**config.mk**
```make
export PLATFORM = sky130hd
export DESIGN_NAME = rau_reduce
export DESIGN_NICKNAME = d
export VERILOG_FILES = /design/src/hdl/rational_arithmetic_unit_macros.svh /design/src/hdl/rau_pkg.sv /design/src/hdl/rau_reduce.sv
export SDC_FILE = /design/constraint.sdc
export NUM_CORES = 1
export LEC_CHECK = 0
export BUFFER_PORTS_ARGS = -buffer_cell sky130_fd_sc_hd__buf_4
export CORE_ASPECT_RATIO = 0.9
export CORE_MARGIN = 1.5
export CORE_UTILIZATION = 33
export DETAILED_ROUTE_END_ITERATION = 10
export GPL_ROUTABILITY_DRIVEN = 0
export GPL_TIMING_DRIVEN = 0
export PLACE_DENSITY = 0.51
export SYNTH_ARGS = -nofsm -noshare
export SYNTH_HDL_FRONTEND = slang
export SYNTH_SLANG_ARGS = --single-unit
```
**constraint.sdc**
```tcl
create_clock -name clock -period 8.96 [get_ports clock]
set_input_delay 2.688 -clock clock [delete_from_list [all_inputs] [get_ports clock]]
set_output_delay 2.688 -clock clock [all_outputs]
set_load 0.02 [all_outputs]
```
**src/hdl/rational_arithmetic_unit_macros.svh**
```systemverilog
// Assertion macros used by the top-level RTL file
`ifndef RATIONAL_ARITHMETIC_UNIT_MACROS_SVH
`define RATIONAL_ARITHMETIC_UNIT_MACROS_SVH
`ifndef NO_ASSERTIONS
`define RAU_ASSERT_IMP(label, clk, rst, pre, post) \
   label: assert property (@(posedge clk) disable iff (rst) (pre) |-> (post)) \
      else $error("assertion failed");
`define RAU_ASSERT_NEXT(label, clk, rst, pre, post) \
   label: assert property (@(posedge clk) disable iff (rst) (pre) |=> (post)) \
      else $error("assertion failed");
`else
`define RAU_ASSERT_IMP(label, clk, rst, pre, post)
`define RAU_ASSERT_NEXT(label, clk, rst, pre, post)
`endif
`endif

```
**src/hdl/rau_pkg.sv**
```systemverilog
package rau_pkg;

   typedef enum logic [1:0] {
      OP_ADD = 2'd0,
      OP_SUB = 2'd1,
      OP_MUL = 2'd2,
      OP_DIV = 2'd3
   } op_type;

   typedef enum logic [1:0] {
      STATUS_OK       = 2'd0,
      STATUS_ZERO_DEN = 2'd1,
      STATUS_DIV_ZERO = 2'd2,
      STATUS_OVERFLOW = 2'd3
   } status_type;

   typedef enum logic [2:0] {
      ST_IDLE,
      ST_RED,
      ST_MUL,
      ST_COMB,
      ST_OUT
   } state_type;

   typedef enum logic [1:0] {
      PH_A,
      PH_B,
      PH_R
   } phase_type;

   typedef enum logic [1:0] {
      RED_IDLE,
      RED_GCD,
      RED_DIV_N,
      RED_DIV_D
   } red_state_type;

   typedef struct packed {
      logic        neg;
      logic [63:0] mag;
   } smag_type;

   typedef struct packed {
      logic        start;
      logic [63:0] num;
      logic [63:0] den;
   } red_req_type;

   typedef struct packed {
      logic        done;
      logic [63:0] num;
      logic [63:0] den;
   } red_rsp_type;

   // signed-magnitude sum, magnitudes at most 2^62
   function automatic smag_type sm_add(smag_type x, smag_type y);
      smag_type r;
      if (x.neg == y.neg) begin
         r.neg = x.neg;
         r.mag = x.mag + y.mag;
      end else if (x.mag >= y.mag) begin
         r.neg = x.neg;
         r.mag = x.mag - y.mag;
      end else begin
         r.neg = y.neg;
         r.mag = y.mag - x.mag;
      end
      if (r.mag == 64'd0) r.neg = 1'b0;
      return r;
   endfunction

endpackage

```
**src/hdl/rau_reduce.sv**
```systemverilog
module rau_reduce (
   input  logic                 clock,
   input  logic                 reset,
   input  rau_pkg::red_req_type red_req,
   output rau_pkg::red_rsp_type red_rsp
);
   import rau_pkg::*;

   red_state_type state_ff, state_in;
   logic [63:0]   u_ff, u_in, v_ff, v_in, g_ff, g_in;
   logic [63:0]   n_ff, n_in, d_ff, d_in, rem_ff, rem_in;
   logic [5:0]    k_ff, k_in, cnt_ff, cnt_in;
   logic          done_ff, done_in;

   logic [63:0] sub_a, sub_b, rem2, dvd;
   logic [64:0] diff;

   // shared subtractor: gcd difference or trial subtract of the divider
   assign dvd  = (state_ff == RED_DIV_N) ? n_ff : d_ff;
   assign rem2 = {rem_ff[62:0], dvd[63]};
   assign sub_a = (state_ff == RED_GCD) ? u_ff : rem2;
   assign sub_b = (state_ff == RED_GCD) ? v_ff : g_ff;
   assign diff  = {1'b0, sub_a} - {1'b0, sub_b};

   always_comb begin
      state_in = state_ff;
      u_in = u_ff; v_in = v_ff; g_in = g_ff; k_in = k_ff;
      n_in = n_ff; d_in = d_ff; rem_in = rem_ff; cnt_in = cnt_ff;
      done_in = 1'b0;
      unique case (state_ff)
         RED_IDLE: begin
            if (red_req.start) begin
               n_in = red_req.num;
               d_in = red_req.den;
               u_in = red_req.num;
               v_in = red_req.den;
               k_in = '0;
               if (red_req.num == 64'd0) begin
                  d_in    = 64'd1;
                  done_in = 1'b1;
               end else begin
                  state_in = RED_GCD;
               end
            end
         end
         RED_GCD: begin
            if (u_ff == v_ff) begin
               g_in     = u_ff << k_ff;
               rem_in   = '0;
               cnt_in   = '0;
               state_in = RED_DIV_N;
            end else if (!u_ff[0] && !v_ff[0]) begin
               u_in = u_ff >> 1;
               v_in = v_ff >> 1;
               k_in = k_ff + 6'd1;
            end else if (!u_ff[0]) begin
               u_in = u_ff >> 1;
            end else if (!v_ff[0]) begin
               v_in = v_ff >> 1;
            end else if (!diff[64]) begin
               u_in = diff[63:0];
            end else begin
               v_in = 64'(~diff[63:0] + 64'd1);
            end
         end
         RED_DIV_N, RED_DIV_D: begin
            rem_in = diff[64] ? rem2 : diff[63:0];
            cnt_in = cnt_ff + 6'd1;
            if (state_ff == RED_DIV_N) n_in = {dvd[62:0], !diff[64]};
            else                       d_in = {dvd[62:0], !diff[64]};
            if (cnt_ff == 6'd63) begin
               rem_in = '0;
               cnt_in = '0;
               if (state_ff == RED_DIV_N) begin
                  state_in = RED_DIV_D;
               end else begin
                  done_in  = 1'b1;
                  state_in = RED_IDLE;
               end
            end
         end
         default: state_in = RED_IDLE;
      endcase
   end

   always_ff @(posedge clock) begin
      if (reset) begin
         state_ff <= RED_IDLE;
         done_ff  <= 1'b0;
         cnt_ff   <= '0;
      end else begin
         state_ff <= state_in;
         done_ff  <= done_in;
         cnt_ff   <= cnt_in;
      end
   end

   always_ff @(posedge clock) begin
      u_ff <= u_in; v_ff <= v_in; g_ff <= g_in; k_ff <= k_in;
      n_ff <= n_in; d_ff <= d_in; rem_ff <= rem_in;
   end

   assign red_rsp.done = done_ff;
   assign red_rsp.num  = n_ff;
   assign red_rsp.den  = d_ff;

endmodule

```
# Word-level counts from Yosys, hierarchy flattened

Cells that the tools add are included.

Flip-flop bits (word level): 398
Latch bits: 0
Bits in writable memories: 0
Memory bits (read-only): 0
Input port bits: 131
Output and inout port bits: 129
Memories kept: 0

$add $sub $neg: 4
Multiply operators: 0
Divide/modulo/power cells: 0
Order comparisons: 0
Eq/ne operators: 17
Shifts and indexed selects: 1
Mux-type cells: 45
Bitwise operators: 1
Reduce and logical (&&, ||, !) cells: 20

Operators by type and width:

| cell                                          | count |
|---|---|
| two-way mux 64 bit                            | 19 |
| one-hot mux 64 bit (2 select lines)           | 4 |
| two-way mux 63 bit                            | 3 |
| one-hot mux 63 bit (2 select lines)           | 1 |
| subtractor 64 x 64 -> 65 bit                  | 1 |
| adder 64 x 1 -> 64 bit, second input constant | 1 |
| == test 64 bit                                | 1 |
| logical NOT 64 bit                            | 1 |
| NOT 64 bit                                    | 1 |
| << shifter 64 x 6 -> 64 bit                   | 1 |
| two-way mux 6 bit                             | 5 |
| one-hot mux 6 bit (2 select lines)            | 2 |
| adder 6 x 1 -> 6 bit, second input constant   | 2 |
| != test 2 bit, second input constant          | 6 |
| != test 4 x 3 -> 1 bit, second input constant | 3 |
| AND reduction 4 bit                           | 3 |
| two-way mux 2 bit                             | 5 |
| AND reduction 5 bit                           | 2 |
| AND reduction 3 bit                           | 3 |
| == test 6 bit, second input constant          | 1 |
| one-hot mux 2 bit (3 select lines)            | 1 |
| nonzero test 2 bit                            | 3 |
| == test 2 bit, second input constant          | 2 |
| two-way mux 1 bit                             | 4 |
| other kinds (9)                               | 13 |

# Longest topological paths before layout

Gate-level depths: netlist (run 1).

Word-level depth: 12
Depth in mapped cells: 23
Gate-level depth less buffers: 19

# Least setup slack after synthesis (run 1)

Ideal clock, no wire load.

Path type: reg-to-reg
From: register state_ff[1]
To: register v_ff[10] (enable)
Setup time: 0.428 ns
Arrival: 6.110 ns
Data required time: 8.532 ns
Setup slack: 2.422 ns
Stages on the path, launching flop included: 22
Clock period less this slack: 6.538 ns
Cell sequence: dfxtp_1 > inv_1 > ha_1 > clkbuf_1 > clkbuf_1 > clkbuf_1 > buf_1 > mux2i_1 > ha_1 > buf_2 > a21oi_1 > o21ai_1 > a221oi_1 > o21ai_1 > and4_1 > or2_1 > a31oi_1 > o21a_1 > o21ai_1 > clkbuf_1 > nand3_1 > and2_1

Longest elaborated chain between the ends: 6
Elaborated cells on any way between the ends: 13
Classes of those cells: add/sub: 1; eq/ne: 6; mux: 3; reduce/logical: 3

RTL lines:

| element                           | RTL line         | RTL |
|---|---|---|
| start: declaration                | rau_reduce.sv:9  | `red_state_type state_ff, state_in;` |
| start signal: assignment          | rau_reduce.sv:92 | `state_ff <= state_in;` |
| == test 2 bit                     | rau_reduce.sv:19 | `assign dvd = (state_ff == RED_DIV_N) ? n_ff : d_ff;` |
| two-way mux 64 bit                | rau_reduce.sv:19 |  |
| two-way mux 64 bit                | rau_reduce.sv:21 | `assign sub_a = (state_ff == RED_GCD) ? u_ff : rem2;` |
| subtractor 64 x 64 -> 65 bit      | rau_reduce.sv:23 | `assign diff = {1'b0, sub_a} - {1'b0, sub_b};` |
| != test 4 x 3 -> 1 bit (no line)  | --               |  |
| AND reduction 5 bit (no line) (*) | --               |  |
| end signal: assignment            | rau_reduce.sv:99 | `u_ff <= u_in; v_ff <= v_in; g_ff <= g_in; k_ff <= k_in;` |
| end: declaration                  | rau_reduce.sv:10 | `logic [63:0] u_ff, u_in, v_ff, v_in, g_ff, g_in;` |

Every way passes the cells marked *; elsewhere a longest branch is shown, timed or not.
A chain may end at the register's enable or synchronous reset.

# Final worst setup path (run 1)

From: register state_ff[1]
To: register v_ff[60] (data pin)

Longest elaborated chain between the ends: 12
Elaborated cells on any way between the ends: 15
Classes of those cells: add/sub: 2; eq/ne: 2; mux: 9; bitwise: 1; reduce/logical: 1

RTL lines:

| element                                 | RTL line         | RTL |
|---|---|---|
| == test 2 bit                           | rau_reduce.sv:19 |  |
| two-way mux 64 bit                      | rau_reduce.sv:19 |  |
| two-way mux 64 bit                      | rau_reduce.sv:21 |  |
| subtractor 64 x 64 -> 65 bit            | rau_reduce.sv:23 |  |
| NOT 64 bit                              | rau_reduce.sv:63 | `v_in = 64'(~diff[63:0] + 64'd1);` |
| adder 64 x 1 -> 64 bit                  | rau_reduce.sv:63 |  |
| two-way mux 64 bit                      | rau_reduce.sv:60 | `end else if (!diff[64]) begin` |
| two-way mux 64 bit                      | rau_reduce.sv:58 | `end else if (!v_ff[0]) begin` |
| two-way mux 64 bit                      | rau_reduce.sv:56 | `end else if (!u_ff[0]) begin` |
| two-way mux 64 bit                      | rau_reduce.sv:52 | `end else if (!u_ff[0] && !v_ff[0]) begin` |
| two-way mux 64 bit                      | rau_reduce.sv:47 | `if (u_ff == v_ff) begin` |
| one-hot mux 64 bit (2 select lines) (*) | rau_reduce.sv:30 | `unique case (state_ff)` |
| net v_in[60]                            | rau_reduce.sv:10 |  |

Mark *: on every way through the listed nets, which the timed path passes. The rest lies on a longest branch. The select of a mux whose other input is x is not followed.

==> metrics, run 1 <==
starting density of the core 33.42%; HPWL Detailed 117100 um; post-layout worst setup margin 145.6 ps; Final Hold Viols 0; Critical Path Source state_ff[1]; most common flop cell mapped by yosys edfxtp_1; CTS tree done; I/O pin total 260; vias 29920; layout cell share with drive strength beyond 1 14.69%; 1st-iter DRT viols 3688; routed wire length per instance 29.81 um; # DRC 0; area share of the leading cell type in the synthesized netlist 38.99%; EDFF count, synth 389; Nets 3930; achievable frequency 113.5 MHz; clock latency on the worst-skew pair 630 ps; post-synth top area cell edfxtp_1; number of antenna violations at the first check in global routing 5; die area 0.09261 mm^2; Yosys warning total 0; post-CTS setup buffer count 0; Via density 6.065; Worst setup EP type register; routed wire length 147100 um; most frequent cells in the layout 552 x a21oi_1, 480 x nand2_1, 389 x edfxtp_1; Reg2Reg Setup Slack 150 ps; skew final 33.03 ps; Hold Crit Class reg -> reg; RSZ-0062 raised after global routing no; Reg2Reg Launch Point state_ff[1]; number of max-cap violations 0; Avg Cell Area, Syn 8.786 um^2; Core Footprint 0.08966 mm^2; Area contributors post-synth edfxtp_1 39%, a21oi_1 9.2%, nand2_1 6.0%; worst setup path endpoint v_ff[60]; sequential area share after synthesis 39.59%; Root Buffer clkbuf_16; Mapped Area 0.02996 mm^2; global route overflow 0; Final Critical Period 8814 ps; Worst Path Required 9280 ps; buffers added on ports 258; Die Y 288.9 um; Mapped Nets 3615; Clock transition at path regs 60 ps; fin. max-slew vios 0; slew margin rel. 1.995%; Std-Cell Rows 104; worst r2r dst v_ff[60]; Mapped Cells 3410; worst endpoint data arrival time 9140 ps; worst slew pin tran 1459 ps; reg2reg path depth 21; final setup violating endpoints 0; post-route core utilization 39.33%; CTS H-tree depth 2; first-pass GRT wire length 206900 um; post-route ant nets 0; CTS Buf Count 47; pre-CTS WS -631.2 ps; Setup CP Type reg -> reg; Area Overhead vs Synth 17.69%; fraction of registers with async set/reset 0%; GRT Total Usage 30.88%; Setup crit start kind register; largest net degree at the start of global routing 65; status completed; #FFs+latches synth 398; number of distinct library cells after synthesis 94; Die Wd 320.6 um; commonest non-fill, non-tap cell in the layout a21oi_1; vias in the first global route 28700; fin crit share 98.38%; Pre-antenna DRT Iters 7; CP Max Fanout 10; # clock sinks 398; Max Buffers Root-to-Sink 3
==> cell type report <==
cell class	count	area [um^2]
Inverter	101	384.1
Buffer	224	880.8
Antenna cell	3	7.507
Sequential cell	398	11860
Clock inverter	36	375.4
Multi-Input combinational cell	2687	16920
Tap cell	1166	1459
Fill cell	9080	54400
Timing Repair Buffer	266	2135
Clock buffer	52	1237
==> cell usage after synthesis (all sizes together) (7+ instances only) <==
| cell | number |
|---|---|
| nand2b | 9 |
| nand3 | 52 |
| or2 | 9 |
| nor2 | 376 |
| mux2i | 119 |
| a211oi | 23 |
| mux2 | 73 |
| a221oi | 13 |
| o221ai | 17 |
| o22ai | 39 |
| o21ai | 132 |
| nand2 | 480 |
| ha | 73 |
| and2 | 29 |
| a211o | 7 |
| a21o | 31 |
| clkbuf | 175 |
| nand4 | 51 |
| dfxtp | 9 |
| xnor2 | 75 |
| or3 | 14 |
| o211ai | 16 |
| nor4 | 46 |
| and3 | 27 |
| a22oi | 25 |
| a31oi | 19 |
| inv | 99 |
| a21oi | 559 |
| nor3 | 50 |
| xor2 | 65 |
| nor2b | 75 |
| o21a | 22 |
| mux4 | 50 |
| edfxtp | 389 |
| buf | 49 |
| o21bai | 8 |
| o31ai | 8 |
==> worst max-delay path, stage by stage, from the launching register on <==
cell	delay (ps)
dfxtp_1	340
inv_1	80
ha_1	190
clkbuf_1	470
clkbuf_2	590
clkbuf_2	520
buf_1	590
mux2i_1	180
ha_1	310
clkbuf_1	320
nand2_1	190
o21ai_1	400
a32oi_1	260
o21a_1	300
o211ai_1	860
o21ai_0	830
nor4_1	640
nand4_1	340
nor3_4	550
nand3_1	160
xnor2_1	210
o221ai_1	140
==> state kept, by name, indices dropped and copies added (netlist names) <==
register  count
d_ff         64
k_ff          6
v_ff         64
u_ff         64
cnt_ff        6
rem_ff       63
n_ff         64
done_ff       1
g_ff         64
state_ff      2
==> per-layer routing <==
| layer | GRT usage, % | routed length [um] | vias to the layer above |
|---|---|---|---|
| met5 | 0 | 13 | - |
| met4 | 14.87 | 7914 | 2 |
| met3 | 10.60 | 19260 | 397 |
| met2 | 44.22 | 60320 | 1985 |
| met1 | 41.52 | 59540 | 14370 |
| li1 | - | - | 13160 |
==> cells by family after synthesis <==
group	after synthesis	synth area share, %
AO/OA/AOI/OAI	976	19.30
XOR/XNOR	140	4.118
adder cells (fa/ha/maj)	74	3.115
buffers and inverters	325	4.164
flip-flops	398	39.59
multiplexers	242	10.48
AND/OR/NAND/NOR	1255	19.23
==> how the worst min path moves through the flow <==
stage	startpoint	slack, ps	endpoint	cells after the start
finish	cnt_ff[3]	510	cnt_ff[3]	2
global route	cnt_ff[2]	530	cnt_ff[2]	2
CTS	cnt_ff[5]	500	cnt_ff[5]	2
detailed placement	cnt_ff[5]	490	cnt_ff[5]	2
global placement	cnt_ff[5]	480	cnt_ff[5]	2
floorplan	cnt_ff[5]	460	cnt_ff[5]	2
==> what timing repair did <==
item,4_1_cts,5_1_grt
gates resized for setup,4,20
endpoints found under the setup margin,178,106
hold buffers,0,0
==> per-stage QoR <==
stage	cells	TNS [ps]	hold WS, ps	instance area [um^2]
finish	4933	0	507.4	35260
floorplan	3410	0	458.4	29960
global route	4930	0	529.5	35250
detailed placement	4842	-29050	485.9	33600
CTS	4930	0	497.8	35220
global placement	4834	-236720	476.5	33360
Power of run 1 is not shown: default switching activity piles up to over one toggle a cycle in this logic, so the estimate is an artifact.
==> inputs of run 2 (changes only) <==
Settings changed: ABC_AREA set to 1, CORE_ASPECT_RATIO 0.9 to 1.1, GPL_TIMING_DRIVEN 0 to 1.
==> run 2 against run 1 <==
Utilization down 0.98 points. Synthesized cell count grew 30%. Wire length down 2.7%. Die area increased by 5.6%. Global-route usage is 2.5 points lower. Cell count rose by 19%. Clock skew down 11 ps. Flip-flop and latch count unchanged. Register-to-register slack gained 2400 ps. Hold slack worse by 22 ps. Critical path type unchanged. Critical endpoint is now rem_ff[51].
==> metrics, run 2 <==
global route overflow 0 (unchanged); Area contributors post-synth edfxtp_1 37%, nand2_1 15%, inv_1 7.4%; GRT Total Usage 28.37% (-2.5 points); Sequential Area 0.01186 mm^2 (unchanged); commonest non-fill, non-tap cell in the layout nand2_1; most common flop cell mapped by yosys edfxtp_1; worst endpoint data arrival time 6900 ps (-2240 ps); EDFF count, synth 389 (unchanged); routed wire length per instance 24.41 um (-18%); area share of the leading cell type in the synthesized netlist 36.91% (-2.1 points); Avg Cell Area, Syn 7.158 um^2 (-19%); synth cell count leaders 1265 x nand2_1, 623 x inv_1, 414 x o21ai_0; reg2reg path depth 23 (+9.5%); Final Critical Period 6457 ps (-2357 ps); final setup violating endpoints 0 (unchanged); Nets 4772 (+21%); Mapped Area 0.03165 mm^2 (+5.6%); fraction of registers with async set/reset 0% (unchanged); hold path depth 2 (unchanged); area of the multi-input gates 0.01666 mm^2 (-1.5%); setup TNS 0 ps (unchanged); Slowest cell on crit path buf_4; die area 0.09778 mm^2 (+5.6%); cell with the most instances after synthesis nand2_1; 1st-iter DRT viols 3940 (+6.8%); Root Buffer clkbuf_16; Setup CP Type reg -> reg; CP Max Fanout 61 (+51); post-synth top area cell edfxtp_1; layout cell share with drive strength beyond 1 10.76% (-3.9 points); Yosys warning total 0 (unchanged); I/O pin total 260 (unchanged); Area Overhead vs Synth 14.65%; sequential area share after synthesis 37.47% (-2.1 points); number of max-cap violations 0 (unchanged); Std-Cell Rows 118 (+13%); Worst setup EP type register; crit-path cells inv_1, ha_4, buf_4, nand2_1, o21ai_0, ha_1, inv_1, fa_1, nand3_1, nand3_2, nand2_1, nand2_1, nand2_1, nand2_1, nand2_1, nand2_1, nand4_1, nand2_4, inv_2, buf_4, buf_4, nand2_1, a21oi_1; Post-CTS Resized 0 (-4); post-layout worst setup margin 2503 ps (+2357 ps); vias 32140 (+7.4%); slowest stage delay, CP 750 ps (-110 ps); CTS tree done; fin. max-slew vios 0 (unchanged); Final Hold Viols 0 (unchanged); number of distinct library cells after synthesis 55 (-41%); # DRC 0 (unchanged); Hold Crit Class reg -> reg; HPWL Detailed 114100 um (-2.5%); Pre-antenna DRT Iters 7 (unchanged); Setup crit start kind register; routed wire length 143100 um (-2.7%); Die Wd 298.3 um (-7.0%); Fillers 10010 (+10%); skew final 22.36 ps (-10.67 ps); clock latency on the worst-skew pair 620 ps (about the same); hold_buf cts 0 (unchanged); starting density of the core 33.44% (about the same); largest net degree at the start of global routing 151 (+130%); most frequent cells in the layout 1264 x nand2_1, 619 x inv_1, 414 x o21ai_0; #FFs+latches synth 398 (unchanged); CTS Buf Count 45 (-4.3%); achievable frequency 154.9 MHz (+37%); Clock transition at path regs 70 ps (about the same); post-CTS setup buffer count 0 (unchanged); Die Y 327.8 um (+13%); Max Buffers Root-to-Sink 3 (unchanged); vias in the first global route 30190 (+5.2%); Mapped Cells 4422 (+30%); slew margin rel. 24.43% (+22 points); Worst path most repeated cell nand2_1; worst slew pin tran 1123 ps (-335.6 ps); post-route ant nets 0 (unchanged); Mapped Nets 4627 (+28%); number of antenna violations at the first check in global routing 1 (-4); RSZ-0062 raised after global routing no; first-pass GRT wire length 204500 um (-1.1%); # clock sinks 398 (unchanged); Via density 5.483 (-9.6%); WHS 485.4 ps (-21.97 ps); fin crit share 72.07% (-26 points); status completed; buffers added on ports 259 (+0.39%); Core Footprint 0.09464 mm^2 (+5.6%); pre-CTS WS 1781 ps (+2412 ps); CTS H-tree depth 2 (unchanged); Worst Path Required 9400 ps (+120 ps)
==> run 2: changes by cell type in the layout (fill, tap and decap cells not counted), sizes merged, moves of 31 or more <==
cell | before | now
nand2 | 480 | 1280
inv | 100 | 642
a21oi | 559 | 153
o21ai | 132 | 424
nand3 | 52 | 236
clkbuf | 227 | 51
a22oi | 25 | 126
nor2b | 75 | 0
mux2 | 73 | 0
xnor2 | 75 | 17
mux4 | 50 | 0
o31ai | 8 | 52
o22ai | 39 | 4
a21o | 31 | 0
==> run 2: metrics by stage <==
step	cells	instance area, um^2	utilization [%]
after floorplan	4422	31650	-
after global placement	5780	34790	36.76
after detailed placement	5780	34790	36.76
after CTS	5861	36280	38.34
after global routing	5861	36280	38.34
final	5863	36290	38.35
==> run 2: logic make-up after synthesis <==
family / Yosys count / share of synthesized area [%]
buf+inv: 848 / 10.12
simple gates: 2049 / 27.56
flops: 398 / 37.47
xor+xnor: 71 / 1.965
fa+ha+maj: 74 / 2.949
mux: 144 / 4.554
compound gates: 838 / 15.38
==> run 2: final cells by class <==
class / instances / share of cell area (%)
multi-input combinational: 3176 / 45.91
sequential: 398 / 32.69
inverter: 648 / 6.734
timing repair buffer: 298 / 6.199
tap: 1260 / 4.344
clock buffer: 51 / 3.224
clock inverter: 30 / 0.8861
antenna: 2 / 0.01379
==> run 2: worst paths after layout <==
kind / from / to / slack [ps]
worst min-delay path: cnt_ff[5] / cnt_ff[5] / 490
worst max-delay path: state_ff[1] / rem_ff[51] / 2500
worst max register to register: state_ff[1] / rem_ff[51] / 2500
worst min register to register: cnt_ff[5] / cnt_ff[5] / 490
==> run 2: critical path: cells and delay by family (launching register included) <==
family                   cells  cell delay, ps
flip-flops                   1             330
adder cells (fa/ha/maj)      3            1210
AND/OR/NAND/NOR             12            1800
AO/OA/AOI/OAI                2             270
buffers and inverters        6            2530
==> run 2: layer usage <==
metal / GRT usage [%] / vias up / wire, um
li1: - / 15060 / -
met1: 39.16 / 15320 / 60840
met2: 45.06 / 1555 / 63820
met3: 4.253 / 216 / 13210
met4: 10.05 / 0 / 5233
met5: 0 / - / 0
Power of run 2 is left out for the same reason.
